--- src/hw/rtl/instance_normalization_core_macros.svh ---
// Assertion helpers used by instance_normalization_core.
`ifndef INSTANCE_NORMALIZATION_CORE_MACROS_SVH
`define INSTANCE_NORMALIZATION_CORE_MACROS_SVH

// Same-cycle implication, clocked on clk_i, quiet during reset.
`define INORM_ASSERT_NOW(lbl, ante, cons) \
  lbl: assert property (@(posedge clk_i) disable iff (!rst_ni) (ante) |-> (cons)) \
    else $error("assertion failed");

// Next-cycle implication, clocked on clk_i, quiet during reset.
`define INORM_ASSERT_NEXT(lbl, ante, cons) \
  lbl: assert property (@(posedge clk_i) disable iff (!rst_ni) (ante) |=> (cons)) \
    else $error("assertion failed");

`endif

--- src/hw/rtl/inorm_ram.sv ---
`timescale 1ns / 1ps
`default_nettype none
module inorm_ram #(
  parameter int unsigned WIDTH = 16,
  parameter int unsigned DEPTH = 64,
  localparam int unsigned AW = (DEPTH > 1) ? $clog2(DEPTH) : 1
) (
  input  wire logic             clk_i,
  input  wire logic             we_i,
  input  wire logic [AW-1:0]    waddr_i,
  input  wire logic [WIDTH-1:0] wdata_i,
  input  wire logic [AW-1:0]    raddr_i,
  output logic      [WIDTH-1:0] rdata_o
);

  logic [WIDTH-1:0] mem_q [DEPTH];

  always_ff @(posedge clk_i) begin
    if (we_i) begin
      mem_q[waddr_i] <= wdata_i;
    end
    rdata_o <= mem_q[raddr_i];
  end

endmodule
`default_nettype wire

--- config.mk ---
export PLATFORM = sky130hd
export DESIGN_NAME = inorm_ram
export DESIGN_NICKNAME = d
export VERILOG_FILES = /design/src/hw/rtl/instance_normalization_core_macros.svh /design/src/hw/rtl/inorm_ram.sv
export SDC_FILE = /design/constraint.sdc
export NUM_CORES = 1
export LEC_CHECK = 0
export BUFFER_PORTS_ARGS = -buffer_cell sky130_fd_sc_hd__buf_2
export CORE_AREA = 2 2 273 275
export CTS_BUF_LIST = sky130_fd_sc_hd__clkbuf_2 sky130_fd_sc_hd__clkbuf_4 sky130_fd_sc_hd__clkbuf_8
export DETAILED_ROUTE_END_ITERATION = 10
export DIE_AREA = 0 0 275 277
export PLACE_DENSITY = 0.82
export SLEW_MARGIN = 20
export SYNTH_ARGS = -nofsm -noshare
export SYNTH_HDL_FRONTEND = slang
export SYNTH_SLANG_ARGS = --single-unit
--- constraint.sdc ---
create_clock -name clk_i -period 4.9 [get_ports clk_i]
set_clock_uncertainty 0.05 [all_clocks]
set_input_delay 0.49 -clock clk_i [delete_from_list [all_inputs] [get_ports clk_i]]
set_output_delay 0.49 -clock clk_i [all_outputs]
set_load 0.05 [all_outputs]
==> flow_metrics.tcl, run 1 <==
set metrics [dict create \
    wirelength_um 92000 \
    drc 0 \
    clkSlewWorstSetupHoldPaths_ns 0.06 \
    worstPathArrival_ns 3.34 \
    crit_type "input port to flip-flop" \
    ys_top_cells_by_count "1024 x edfxtp_1, 220 x mux4_2, 85 x mux2i_1" \
    synth.top_cell.area_share_pct 76.8 \
    overflow 0 \
    seqCellArea_sq_mm 0.0311 \
    dp_cells 2833 \
    grt_pass1_wl_um 135000 \
    synth_nets 1859 \
    cap_violations 0 \
    yosysTopAreaCell "edfxtp_1" \
    worstPathMaxFanout 97 \
    clock_latency_ns 0.82 \
    synth_edf_count 1024 \
    synth_seq_cells 1040 \
    start_util_pct 54.4 \
    die-area_sq_mm 0.0762 \
    cts_resized 0 \
    ctsHtreeMaxLevel 4 \
    finalNonFillerCells 3095 \
    cts_hold_buf 0 \
    fmax_ghz 0.365 \
    ir_worst_vdd_v 0.000246 \
    finalSetupTns_ns 0 \
    synthDistinctLibCells 43 \
    synth_compound_area_share_pct 2.41 \
    setup_ws_ns 2.16 \
    ys_async_sr_fraction_pct 0 \
    core_sq_mm 0.0736 \
    hp-class "input port to flip-flop" \
    synth_fa_ha_area_share_pct 0 \
    pin_count 46 \
    synthMuxAreaShare_pct 15.5 \
    syn2layout_area_growth_pct 11.1 \
    status "finished, final reports clean" \
    post_dp_cell_area_sq_mm 0.0416 \
    finish.utilization_pct 60.4 \
    die_h_um 277 \
    track_usage_pct 24.7 \
    power_density_mw_per_mm2 393 \
    synth_flop_cell "edfxtp_1" \
    grt_max_degree 98 \
    portBuffers 45 \
    clockBufferDepth 3 \
    firstDrtPassIters 5 \
    synth_most_common_cell "edfxtp_1" \
    synthesis.area_sq_mm 0.0400 \
    synth_xor_area_share_pct 0 \
    avgSynthCellArea_sq_um 21.9 \
    cts.sinks 1040 \
    end_kind "flip-flop" \
    nFillCells 4848 \
    numCtsBuffers 156 \
    multi_input_area_sq_mm 0.00828 \
    finalPower_mw 17.5 \
    rsz0062_at_grt "false" \
    cts_tree "yes" \
    via_per_inst 6.39 \
    maxSlewHeadroom_pct 25.9 \
    drive_gt1_share_pct 29.9 \
    synth_simple_gate_area_share_pct 2.65 \
    dp.final_hpwl_um 54500 \
    fin_hold_ws_ns 0.239 \
    crit_required_ns 5.50 \
    wl_per_cell_um 29.7 \
    layout_min_cycle_time_ns 2.74 \
    post_cts_buffers 0 \
    synthTopCellsByArea "edfxtp_1 77%, mux4_2 12%, mux2i_1 2.1%" \
    synthCells 1829 \
    vias 19782 \
    root_buffer "clkbuf_8" \
    grt_pass1_vias 20261 \
    final_area_sq_mm 0.0445 \
    die_x_um 275 \
    ys_warn_count 0 \
    fin_nets 2052 \
    antenna_found_initial 12 \
    setup-violations-final 0 \
    drtAntennaViolNets 0 \
    fin_crit_sh_pct 55.9 \
    hold_viol_final 0 \
    num_rows 100 \
    startpoint_type "input port" \
    ys_seq_area_share_pct 77.6 \
    place_ws_ns 1.30 \
    leakagePower_nw 14.1 \
    synth_top_family_by_area "multiplexers" \
    gp_congestion 0.876 \
    drt_iter0_markers 2770 \
    tightest_slew_ns 1.11 \
    drv_slew 0 \
]
final cells by class:
type,instances,share of cell area (%)
Sequential cell,1040,69.9
Multi-Input combinational cell,685,18.6
Clock buffer,209,5.82
Tap cell,969,2.73
Timing Repair Buffer,139,2.28
Clock inverter,50,0.664
Antenna cell,3,0.0169
critical path: stages:
cell and delay [ns]:
clkbuf_8 0.66, buf_4 0.47, mux4_2 0.37, mux2_2 0.28, a221oi_1 0.93, a311oi_1 0.09
power breakdown:
part,internal (mW),switching [mW]
registers,9.85,0.0413
logic,0.320,0.637
clock network,3.47,3.15
final timing paths:
| check | from | to | slack [ns] | cells past startpoint |
|---|---|---|---|---|
| worst min-delay path | wdata_i[8] | mem_q[43][8] | 0.24 | 1 |
| worst max-delay path | raddr_i[2] | rdata_o[9] | 2.16 | 6 |
| worst min register to register | mem_q[38][14] | rdata_o[14] | 0.80 | 4 |
| worst max register to register | mem_q[63][9] | rdata_o[9] | 2.57 | 4 |
layer usage:
layer / vias to the layer above / global-route usage [%] / share of wire (%)
li1: 8072 / - / -
met1: 10133 / 32.6 / 35
met2: 1319 / 39.0 / 49
met3: 246 / 6.55 / 11
met4: 12 / 10.8 / 4.3
met5: - / 0 / 0.092
kinds of logic (layout without fill, tap and decap cells):
| group | Yosys count | after routing |
|---|---|---|
| buffers and inverters | 104 | 398 |
| multiplexers | 336 | 336 |
| AND/OR/NAND/NOR | 220 | 220 |
| AO/OA/AOI/OAI | 129 | 129 |
| flip-flops | 1040 | 1040 |
| other | 0 | 3 |
sequential cells by signal (all words and copies together), names as in the netlist:
name,cells
rdata_o,16
mem_q,1024
cell usage in the layout, fill, tap and decap left out, types with 9 or more instances in the layout:
master	count
edfxtp_1	1024
mux4_2	220
clkbuf_8	164
buf_4	94
mux2i_1	85
nor2_1	65
nand2_1	59
clkbuf_4	46
a22oi_1	39
buf_2	38
nor2b_1	30
mux2_2	27
clkinv_1	27
nand3_1	24
a21oi_1	17
a221oi_1	16
dfxtp_1	16
nand4_1	12
nor2_2	9
clkinv_2	9
Power figures use the tool's default switching activity.
==> run 2, diff against run 1 <==
==> constraint.sdc (replaced) <==
create_clock -name clk_i -period 2.6 [get_ports clk_i]
set_clock_uncertainty 0.05 [all_clocks]
set_input_delay 0.26 -clock clk_i [delete_from_list [all_inputs] [get_ports clk_i]]
set_output_delay 0.26 -clock clk_i [all_outputs]
set_load 0.05 [all_outputs]
==> run 2 against run 1 <==
Net effect:
- cell count is 3.3% higher
- global-route usage rose by 0.43 points
- via count rose by 3.2%
- core utilization grew 1.3 points
- die area unchanged
- critical path depth is the same
- clock power rose by 92%
- register-to-register slack worse by 2.0 ns
- largest power group unchanged
- highest routed layer unchanged
==> flow_metrics.tcl, run 2 (same netlist as run 1, synthesis figures left out) <==
set metrics [dict create \
    wirelength_um 93800 \
    pin_count 46 \
    num_rows 100 \
    clock_latency_ns 0.81 \
    cts_tree "yes" \
    ir_worst_vdd_v 0.000493 \
    power_density_mw_per_mm2 732 \
    crit_required_ns 3.21 \
    largest_registers "mem_q (1024), rdata_o (16)" \
    numCtsBuffers 155 \
    worstPathMaxFanout 1 \
    drive_gt1_share_pct 32.1 \
    drc 0 \
    final_common_cell "edfxtp_1" \
    track_usage_pct 25.1 \
    rsz0062_at_grt "false" \
    portBuffers 45 \
    finalNonFillerCells 3196 \
    hp-start "waddr_i[2]" \
    fin_nets 2146 \
    r2r-start "mem_q[31][4]" \
    dp_cells 2915 \
    clockBufferDepth 3 \
    fin_crit_sh_pct 78.4 \
    fin_hold_ws_ns 0.0913 \
    worstPathArrival_ns 2.64 \
    gp_congestion 0.890 \
    top_register "mem_q" \
    cap_violations 0 \
    cts.sinks 1040 \
    grt_max_degree 65 \
    die_x_um 275 \
    nFillCells 4717 \
    grt_pass1_vias 21046 \
    setup_ws_ns 0.562 \
    critPathLaunch "mem_q[31][4]" \
    crit_type "flip-flop to flip-flop" \
    final_cell_mix "1024 x edfxtp_1, 220 x mux4_2, 169 x clkbuf_8" \
    drtAntennaViolNets 0 \
    leakagePower_nw 14.7 \
    core_sq_mm 0.0736 \
    via_per_inst 6.39 \
    setup-violations-final 0 \
    clkSlewWorstSetupHoldPaths_ns 0.07 \
    status "finished, final reports clean" \
    hold_viol_final 0 \
    antenna_found_initial 8 \
    dp.final_hpwl_um 57400 \
    tightest_slew_ns 0.943 \
    fmax_ghz 0.491 \
    post_cts_buffers 0 \
    die_h_um 277 \
    grt_pass1_wl_um 137000 \
    overflow 0 \
    ctsHtreeMaxLevel 4 \
    layout_min_cycle_time_ns 2.04 \
    syn2layout_area_growth_pct 13.4 \
    largest_register_ffs 1024 \
    wl_per_cell_um 29.3 \
    end_kind "flip-flop" \
    drv_slew 0 \
    firstDrtPassIters 8 \
    vias 20412 \
    startpoint_type "flip-flop" \
    drt_iter0_markers 2987 \
    cts_resized 0 \
    die-area_sq_mm 0.0762 \
    start_util_pct 54.4 \
    maxSlewHeadroom_pct 37.2 \
    hp-class "input port to flip-flop" \
    root_buffer "clkbuf_8" \
    place_ws_ns -0.0117 \
    finalSetupTns_ns 0 \
]
## run 2: cell types whose count changed in the layout (fill, tap and decap cells not counted), moves of 4 or more
cell,previous run,this run
buf_12,4,16
diode_2,3,9
dlygate4sd3_1,0,13
clkbuf_8,164,169
clkbuf_4,46,42
nor2_1,65,71
buf_2,38,42
nor2_2,9,3
clkinv_2,9,13
buf_4,94,160
clkinvlp_4,8,3
## run 2: area by class of cell
type / instances / area [sq um] / area share [%]
timing repair buffer: 234 / 1900 / 4.19
clock inverter: 49 / 308 / 0.678
tap: 969 / 1210 / 2.67
antenna: 9 / 22.5 / 0.0496
sequential: 1040 / 31100 / 68.4
multi-input combinational: 685 / 8250 / 18.2
clock buffer: 210 / 2630 / 5.79
## run 2: final timing paths
check,slack (ns),depth (start not counted),end
min,0.09,3,mem_q[48][13]
max,0.56,6,rdata_o[4]
min reg2reg,0.82,5,rdata_o[8]
max reg2reg,0.56,6,rdata_o[4]
## run 2: power by group
group	internal (mW)	total (mW)	switching, mW
clock network	6.80	12.7	5.88
logic	0.708	1.94	1.23
registers	18.6	18.6	0.0580
## run 2: metal layers
| metal | track usage, % | wire length (um) | vias up |
|---|---|---|---|
| met5 | 0 | 12 | - |
| met4 | 12.1 | 4080 | 2 |
| met3 | 6.21 | 11200 | 250 |
| met2 | 39.3 | 45900 | 1406 |
| met1 | 33.4 | 32600 | 10489 |
| li1 | - | - | 8265 |
## run 2: critical path, stage by stage (launching register included)
cell,delay [ns]
edfxtp_1,0.37
mux4_2,0.49
mux2i_1,0.38
nand3_1,0.16
a31oi_1,0.20
buf_4,0.18
a311oi_1,0.06
## run 2: stage by stage
step                power [mW]  cell area, sq um  utilization (%)
finish                    33.2             45400             61.7
floorplan                 20.0             40000                -
global placement          20.8             42300             57.5
CTS                       33.4             45400             61.7
detailed placement        20.9             42300             57.5
global route              34.2             45400             61.7
## run 2: timing repair
item,4_1_cts,5_1_grt
hold buffers,13,0
endpoints found under the hold margin,380,0
endpoints found under the setup margin,0,0
